===== config.mk =====
export PLATFORM = sky130hd
export DESIGN_NAME = aarch64_dp_immediate_exec
export DESIGN_NICKNAME = d
export VERILOG_FILES = /design/src/rtl/a64dpi_pkg.sv /design/src/rtl/a64dpi_regfile.sv /design/src/rtl/a64dpi_exec.sv /design/src/rtl/aarch64_dp_immediate_exec.sv
export SDC_FILE = /design/constraint.sdc
export NUM_CORES = 2
export LEC_CHECK = 0
export BUFFER_PORTS_ARGS = -buffer_cell sky130_fd_sc_hd__buf_4
export CAP_MARGIN = 20
export CORE_MARGIN = 4
export CORE_UTILIZATION = 45
export CTS_CLUSTER_SIZE = 8
export DETAILED_ROUTE_END_ITERATION = 10
export PLACE_DENSITY = 0.67
export SYNTH_ARGS = -nofsm -noshare
export SYNTH_HDL_FRONTEND = slang
export SYNTH_HIERARCHICAL = 1
export SYNTH_SLANG_ARGS = --single-unit

===== constraint.sdc =====
create_clock -name clock -period 26.8 [get_ports clock]
set_input_delay 1.34 -clock clock [delete_from_list [all_inputs] [get_ports clock]]
set_output_delay 1.34 -clock clock [all_outputs]
set_load 0.05 [all_outputs]

===== src/rtl/a64dpi_pkg.sv =====
// Shared types, encodings and constants for the data-processing-immediate execute block.
// No dependencies; imported by every module under rtl.
package a64dpi_pkg;

   localparam int NUM_REGS = 31;

   typedef logic [4:0]  reg_idx_type;
   typedef logic [63:0] xword_type;
   typedef logic [31:0] instr_type;

   localparam reg_idx_type ZERO_REG = 5'd31;

   // instruction group, bits 25..23
   localparam logic [2:0] GRP_ADDSUB = 3'b010;
   localparam logic [2:0] GRP_MOVW   = 3'b101;

   // move-wide opc, bits 30..29
   localparam logic [1:0] OPC_MOVN = 2'b00;
   localparam logic [1:0] OPC_MOVR = 2'b01;
   localparam logic [1:0] OPC_MOVZ = 2'b10;
   localparam logic [1:0] OPC_MOVK = 2'b11;

   typedef struct packed {
      logic n;
      logic z;
      logic c;
      logic v;
   } flags_type;

   typedef struct packed {
      logic      ok;
      logic      set_flags;
      flags_type flags;
      xword_type value;
   } exec_result_type;

endpackage


===== src/rtl/a64dpi_regfile.sv =====
// 31 x 64-bit general register file with two registered read ports and one write port.
// Depends on a64dpi_pkg; register 31 reads as zero, unwritten registers read as zero.
module a64dpi_regfile (
   input  logic                  clock,
   input  logic                  reset,
   input  logic                  rd_en,
   input  a64dpi_pkg::reg_idx_type rd_addr_a,
   input  a64dpi_pkg::reg_idx_type rd_addr_b,
   output a64dpi_pkg::xword_type rd_data_a,
   output a64dpi_pkg::xword_type rd_data_b,
   input  logic                  wr_en,
   input  a64dpi_pkg::reg_idx_type wr_addr,
   input  a64dpi_pkg::xword_type wr_data
);
   import a64dpi_pkg::*;

   xword_type            mem_ff [0:NUM_REGS-1];
   logic [NUM_REGS-1:0]  valid_ff;

   xword_type data_a_ff;
   xword_type data_b_ff;
   logic      hit_a_ff;
   logic      hit_b_ff;
   logic      byp_a_ff;
   logic      byp_b_ff;
   xword_type byp_data_ff;

   always_ff @(posedge clock) begin
      if (wr_en) begin
         mem_ff[wr_addr] <= wr_data;
      end
      if (rd_en) begin
         data_a_ff   <= mem_ff[rd_addr_a];
         data_b_ff   <= mem_ff[rd_addr_b];
         byp_data_ff <= wr_data;
      end
   end

   // valid bits stand for the all-zero reset contents; a write landing on the
   // read address in the same cycle is forwarded
   always_ff @(posedge clock) begin
      if (reset) begin
         valid_ff <= '0;
         hit_a_ff <= 1'b0;
         hit_b_ff <= 1'b0;
         byp_a_ff <= 1'b0;
         byp_b_ff <= 1'b0;
      end else begin
         if (wr_en) begin
            valid_ff[wr_addr] <= 1'b1;
         end
         if (rd_en) begin
            hit_a_ff <= (rd_addr_a != ZERO_REG) && valid_ff[rd_addr_a];
            hit_b_ff <= (rd_addr_b != ZERO_REG) && valid_ff[rd_addr_b];
            byp_a_ff <= wr_en && (wr_addr == rd_addr_a);
            byp_b_ff <= wr_en && (wr_addr == rd_addr_b);
         end
      end
   end

   assign rd_data_a = byp_a_ff ? byp_data_ff : (hit_a_ff ? data_a_ff : '0);
   assign rd_data_b = byp_b_ff ? byp_data_ff : (hit_b_ff ? data_b_ff : '0);

   a_no_zero_write: assert property (@(posedge clock) disable iff (reset)
      wr_en |-> wr_addr != ZERO_REG)
      else $error("write to the zero register");

   a_fwd_only_real: assert property (@(posedge clock) disable iff (reset)
      rd_en && wr_en && (wr_addr == rd_addr_a) |=> byp_a_ff)
      else $error("write on the read address not forwarded");

endmodule


===== src/rtl/a64dpi_exec.sv =====
// Combinational execute datapath: add/sub immediate with flags, and move wide.
// Depends on a64dpi_pkg for encodings and the result struct.
module a64dpi_exec (
   input  a64dpi_pkg::instr_type       instr,
   input  a64dpi_pkg::xword_type       op_n,
   input  a64dpi_pkg::xword_type       op_d,
   output a64dpi_pkg::exec_result_type result
);
   import a64dpi_pkg::*;

   logic        wide;
   logic [1:0]  opc;
   logic [2:0]  grp;
   logic [1:0]  hw;
   logic [5:0]  sh;
   xword_type   mask;
   xword_type   add_imm;
   xword_type   a;
   xword_type   bop;
   logic [64:0] sum;
   xword_type   r;
   logic        carry;
   logic        a_msb;
   logic        b_msb;
   logic        r_msb;
   xword_type   mv_imm;
   xword_type   keep;
   xword_type   mv;
   logic        mv_ok;

   always_comb begin
      wide = instr[31];
      opc  = instr[30:29];
      grp  = instr[25:23];
      hw   = instr[22:21];
      sh   = {hw, 4'b0000};
      mask = wide ? {64{1'b1}} : {32'h0000_0000, 32'hffff_ffff};

      add_imm = instr[22] ? {40'd0, instr[21:10], 12'd0} : {52'd0, instr[21:10]};
      a   = op_n & mask;
      bop = (opc[1] ? ~add_imm : add_imm) & mask;
      sum = {1'b0, a} + {1'b0, bop} + {64'd0, opc[1]};
      r   = sum[63:0] & mask;

      carry = wide ? sum[64] : sum[32];
      a_msb = wide ? a[63]   : a[31];
      b_msb = wide ? bop[63] : bop[31];
      r_msb = wide ? r[63]   : r[31];

      mv_imm = {48'd0, instr[20:5]} << sh;
      keep   = ~({48'd0, 16'hffff} << sh);
      case (opc)
         OPC_MOVN: mv = ~mv_imm;
         OPC_MOVZ: mv = mv_imm;
         OPC_MOVK: mv = mv_imm | (op_d & keep);
         default:  mv = '0;
      endcase
      mv    = mv & mask;
      mv_ok = (opc != OPC_MOVR) && (wide || !hw[1]);

      result = '0;
      unique case (grp)
         GRP_ADDSUB: begin
            result.ok        = 1'b1;
            result.value     = r;
            result.set_flags = opc[0];
            result.flags.n   = r_msb;
            result.flags.z   = (r == '0);
            result.flags.c   = carry;
            result.flags.v   = (a_msb == b_msb) && (r_msb != a_msb);
         end
         GRP_MOVW: begin
            result.ok    = mv_ok;
            result.value = mv_ok ? mv : '0;
         end
         default: begin
            result = '0;
         end
      endcase
   end

endmodule


===== src/rtl/aarch64_dp_immediate_exec.sv =====
// Operands are read at the accepting edge, executed in stage 1 and registered on advance;
// a stalled result holds the pipe. Throughput: one request per cycle unless a result stalls;
// a request is accepted while a result still waits if stage 1 is empty.
// Synchronous active-high reset clears registers to zero, flags, PC and both pipe stages.
// Register state lives in a64dpi_regfile; valid bits give the zero reset contents at once.
// Depends on a64dpi_pkg, a64dpi_regfile and a64dpi_exec.
module aarch64_dp_immediate_exec (
   input  logic                    clock,
   input  logic                    reset,
   input  logic                    req_valid,
   output logic                    req_ready,
   input  a64dpi_pkg::instr_type   req_instruction,
   output logic                    rsp_valid,
   input  logic                    rsp_ready,
   output a64dpi_pkg::reg_idx_type rsp_dest_index,
   output logic                    rsp_dest_written,
   output a64dpi_pkg::xword_type   rsp_dest_value,
   output logic                    rsp_flag_negative,
   output logic                    rsp_flag_zero,
   output logic                    rsp_flag_carry,
   output logic                    rsp_flag_overflow,
   output a64dpi_pkg::xword_type   rsp_next_pc
);
   import a64dpi_pkg::*;

   // stage 1: instruction held while its operands come out of the register file
   logic      s1_valid_ff;
   instr_type s1_instr_ff;

   // architectural state outside the register file
   flags_type flags_ff;
   flags_type flags_in;
   xword_type pc_ff;
   xword_type pc_in;

   // result register
   logic        rsp_valid_ff;
   reg_idx_type rsp_dest_index_ff;
   logic        rsp_dest_written_ff;
   xword_type   rsp_dest_value_ff;
   flags_type   rsp_flags_ff;
   xword_type   rsp_next_pc_ff;

   logic            accept;
   logic            out_free;
   logic            s1_adv;
   logic            wr_en;
   reg_idx_type     s1_rd;
   xword_type       op_n;
   xword_type       op_d;
   exec_result_type res;

   // advance stage 1 whenever the result register is empty or being drained
   assign out_free  = !rsp_valid_ff || rsp_ready;
   assign s1_adv    = s1_valid_ff && out_free;
   assign req_ready = !s1_valid_ff || s1_adv;
   assign accept    = req_valid && req_ready;

   assign s1_rd = s1_instr_ff[4:0];
   assign wr_en = s1_adv && res.ok && (s1_rd != ZERO_REG);

   // Rn on port A, Rd on port B (old value for MOVK); a commit in the same
   // cycle as the read is forwarded inside the register file
   a64dpi_regfile u_regfile (
      .clock     (clock),
      .reset     (reset),
      .rd_en     (accept),
      .rd_addr_a (req_instruction[9:5]),
      .rd_addr_b (req_instruction[4:0]),
      .rd_data_a (op_n),
      .rd_data_b (op_d),
      .wr_en     (wr_en),
      .wr_addr   (s1_rd),
      .wr_data   (res.value)
   );

   a64dpi_exec u_exec (
      .instr  (s1_instr_ff),
      .op_n   (op_n),
      .op_d   (op_d),
      .result (res)
   );

   // flags change only on ADDS/SUBS; PC steps by four for every request
   assign flags_in = (res.ok && res.set_flags) ? res.flags : flags_ff;
   assign pc_in    = pc_ff + 64'd4;

   always_ff @(posedge clock) begin
      if (reset) begin
         s1_valid_ff  <= 1'b0;
         rsp_valid_ff <= 1'b0;
         flags_ff     <= '0;
         pc_ff        <= '0;
      end else begin
         if (req_ready) begin
            s1_valid_ff <= req_valid;
         end
         if (s1_adv) begin
            rsp_valid_ff <= 1'b1;
            flags_ff     <= flags_in;
            pc_ff        <= pc_in;
         end else if (rsp_ready) begin
            rsp_valid_ff <= 1'b0;
         end
      end
   end

   // payload: hold while stalled, load on advance
   always_ff @(posedge clock) begin
      if (accept) begin
         s1_instr_ff <= req_instruction;
      end
      if (s1_adv) begin
         rsp_dest_index_ff   <= s1_rd;
         rsp_dest_written_ff <= wr_en;
         rsp_dest_value_ff   <= res.value;
         rsp_flags_ff        <= flags_in;
         rsp_next_pc_ff      <= pc_in;
      end
   end

   assign rsp_valid         = rsp_valid_ff;
   assign rsp_dest_index    = rsp_dest_index_ff;
   assign rsp_dest_written  = rsp_dest_written_ff;
   assign rsp_dest_value    = rsp_dest_value_ff;
   assign rsp_flag_negative = rsp_flags_ff.n;
   assign rsp_flag_zero     = rsp_flags_ff.z;
   assign rsp_flag_carry    = rsp_flags_ff.c;
   assign rsp_flag_overflow = rsp_flags_ff.v;
   assign rsp_next_pc       = rsp_next_pc_ff;

   a_adv_shows_result: assert property (@(posedge clock) disable iff (reset)
      s1_adv |=> rsp_valid)
      else $error("advanced request did not reach the result register");

   a_pc_steps: assert property (@(posedge clock) disable iff (reset)
      s1_adv |=> pc_ff == $past(pc_ff) + 64'd4)
      else $error("program counter did not step by four");

   a_pc_holds: assert property (@(posedge clock) disable iff (reset)
      !s1_adv |=> $stable(pc_ff) && $stable(flags_ff))
      else $error("state changed without a committed request");

   a_written_not_zr: assert property (@(posedge clock) disable iff (reset)
      rsp_valid && rsp_dest_written |-> rsp_dest_index != ZERO_REG)
      else $error("zero register reported as written");

endmodule


==> impl_metrics.toml <==
[outcome]
run_status = "complete, no violations"

[floorplan]
initial_utilization = 0.452
die_width_um = 515
die_extent_in_y_um = 515
total_die_area_um2 = 266000
rows = 186
io_pins = 176
coreArea_um2 = 256000

[global_route]
antenna_violations_before_repair = 9
grt_pass1_wl_um = 491000
first_global_vias = 68800
grt_util_met1 = 0.345
met3_usage = 0.0375
grtUsageMet2 = 0.416
grt_max_degree = 144
grt_use_total = 0.254
grt_remaining_overflow = 0
grt_most_used_layer = "met2"

[setup_path]
critical_path_fanout_max = 16
cpMostUsedCell = "sky130_fd_sc_hd__a21oi_1"
startpoint_type = "flip-flop"
critPathRequiredTime_ns = 27.67
cpLargestDelayFamily = "compound AO/OA/AOI/OAI gates"
worstPathArrival_ns = 7.92
worstPathCellList = "inv_1, nand2_1, xnor2_1, inv_1, fa_1, nand2b_1, a21oi_1, o211ai_1, a21oi_1, nor2_1, o21ai_0, xnor2_1, nand4b_1, nor4_1, nand4_1, or4_1, a2111oi_2, mux2_2, nand2_1, a21oi_1"
slowest_delay_ns = 1.05
critical_register_to_register_path_startpoint = "s1_instr_ff[22]"
critical_path.reg2reg.endpoint = "flags_ff[2]"
cp-end-kind = "flip-flop"
worst-r2r-setup-slack_ns = 19.75
combined_buffer_and_inverter_count_along_the_critical_path = 2
criticalPathCategory = "flip-flop to flip-flop"
cpMaxStageDelayCell = "sky130_fd_sc_hd__edfxtp_1"
reg2regPathDepth = 20

[cells_and_area]
synthToLayoutAreaGrowth_pct = 13.3
drive_above_1_share = 0.328
mostFrequentLayoutCell = "sky130_fd_sc_hd__edfxtp_1"
fill_cells = 20400
mostFrequentLayoutCells = "sky130_fd_sc_hd__edfxtp_1 (2341), sky130_fd_sc_hd__mux4_2 (1159), sky130_fd_sc_hd__clkbuf_16 (363)"
final_core_util = 0.512
final_nets = 6756
cell_count_final_fillers_out = 10100
final_area_um2 = 131000

[place]
placed_cells = 9658
placement.cell_area_um2 = 122000
globalplace.congestion = 0.943
dp.final_hpwl_um = 189000
io_buffer_count = 170
dp_slack_ns = 18.93

[hold_path]
holdCritPathClass = "flip-flop to flip-flop"
worstHoldStart = "flags_ff[2]"
timing.hold.worst_endpoint = "flags_ff[2]"
timing.hold.worst_path_depth = 2

[detailed_routing]
dr.pass1.iters = 6
postRouteWirelength_um = 340000
total_via_count_in_the_routed_design = 67700
drt.antenna.violating_nets = 0
wire_per_inst_um = 33.6
remaining_drc_errors = 0
initialDrtViolationCount = 8087
detail_route.vias_per_cell = 6.70

[clocking]
root_buffer_cell = "sky130_fd_sc_hd__clkbuf_16"
cts_resized = 0
clk_pin_slew_ns = 0.05
clock_insertion_delay_at_the_later_pin_of_the_skew_report_ns = 1.00
max_root_sink_buffers = 4
cts_htree_levels = 5
post-cts-setup-buffers = 0
clock_sink_count = 2444
cts_made_buffers = 357
cts_tree = "done"
post_cts_hold_buffer_count = 0

[sta]
timing.hold.ws_ns = 0.457
setup_violations_final = 0
maxSlewHeadroom = 0.260
max_freq_mhz = 142
worst_slew_pin_slew_ns = 1.10
final.period_utilization = 0.263
final.setup_skew_ns = 0.106
finalHoldViolations = 0
slew_limit_fails = 0
grt_setup_unrepaired = "no"
worst_setup_slack_final_ns = 19.75
min_period_ns = 7.05
setup-tns-final_ns = 0

[logic_synthesis]
post_synth_inst_count = 6407
synthesis.area_um2 = 116000
total_number_of_yosys_warnings = 6
synth.avg_cell_area_um2 = 18.1

[power]
max-vdd-ir-drop_uv = 63.7
power_density_nw_per_um2 = 67.9
post-layout-total-power_mw = 8.91
p_leak_nw = 42.5

[flow_run]
max_cap_viol_count = 0
==> state kept, by name, indices dropped and copies added (netlist names) <==
signal	cells
u_regfile/hit_b_ff	1
u_regfile/data_a_ff	64
u_regfile/valid_ff	31
u_regfile/byp_data_ff	64
rsp_flag_zero	1
rsp_flag_negative	1
s1_instr_ff	29
pc_ff	62
u_regfile/hit_a_ff	1
u_regfile/byp_b_ff	1
rsp_next_pc	62
u_regfile/mem_ff	1984
u_regfile/data_b_ff	64
rsp_valid	1
rsp_flag_overflow	1
rsp_flag_carry	1
u_regfile/byp_a_ff	1
s1_valid_ff	1
rsp_dest_value	64
flags_ff	4
rsp_dest_written	1
rsp_dest_index	5
==> power by group <==
| part | switching [mW] | internal, mW | leakage (nW) |
|---|---|---|---|
| Clock | 1.53 | 2.39 | 4.60 |
| Combinational | 0.429 | 0.296 | 15.4 |
| Sequential | 0.0314 | 4.24 | 22.6 |
| Total | 1.99 | 6.93 | 42.5 |
==> worst max path at each step <==
stage	from	to	slack [ns]	depth (start not counted)
6_report	s1_instr_ff[22]	flags_ff[2]	19.75	20
5_1_grt	s1_instr_ff[22]	flags_ff[2]	19.39	20
4_1_cts	s1_instr_ff[22]	flags_ff[2]	19.76	20
3_5_place_dp	req_instruction[5]	u_regfile/data_a_ff[49]	18.93	9
3_3_place_gp	req_instruction[5]	u_regfile/data_a_ff[48]	18.93	9
2_1_floorplan	rsp_ready	u_regfile/mem_ff[12][0]	16.53	10
==> area by class of cell <==
type | instances | area [µm²] | area share
tap | 3384 | 4230 | 0.0322
clock inverter | 12 | 141 | 0.00108
timing repair buffer | 376 | 3230 | 0.0246
sequential | 2444 | 72400 | 0.551
multi-input combinational | 3446 | 42000 | 0.320
antenna | 3 | 7.51 | 0.0000572
inverter | 28 | 113 | 0.000857
clock buffer | 418 | 9280 | 0.0707
==> worst min-delay path, delay by kind of cell, from the launching register on <==
kind / cells / cell delay [ns]
AO/OA/AOI/OAI: 1 / 0.05
flip-flops: 1 / 0.30
AND/OR/NAND/NOR: 1 / 0.05
==> metal layers <==
layer	wire length, µm	vias up
met3	27300	772
met5	13	-
met1	131000	36100
met2	166000	3576
met4	15400	2
li1	-	27300
Note: power is estimated with default switching activity, not from simulation.
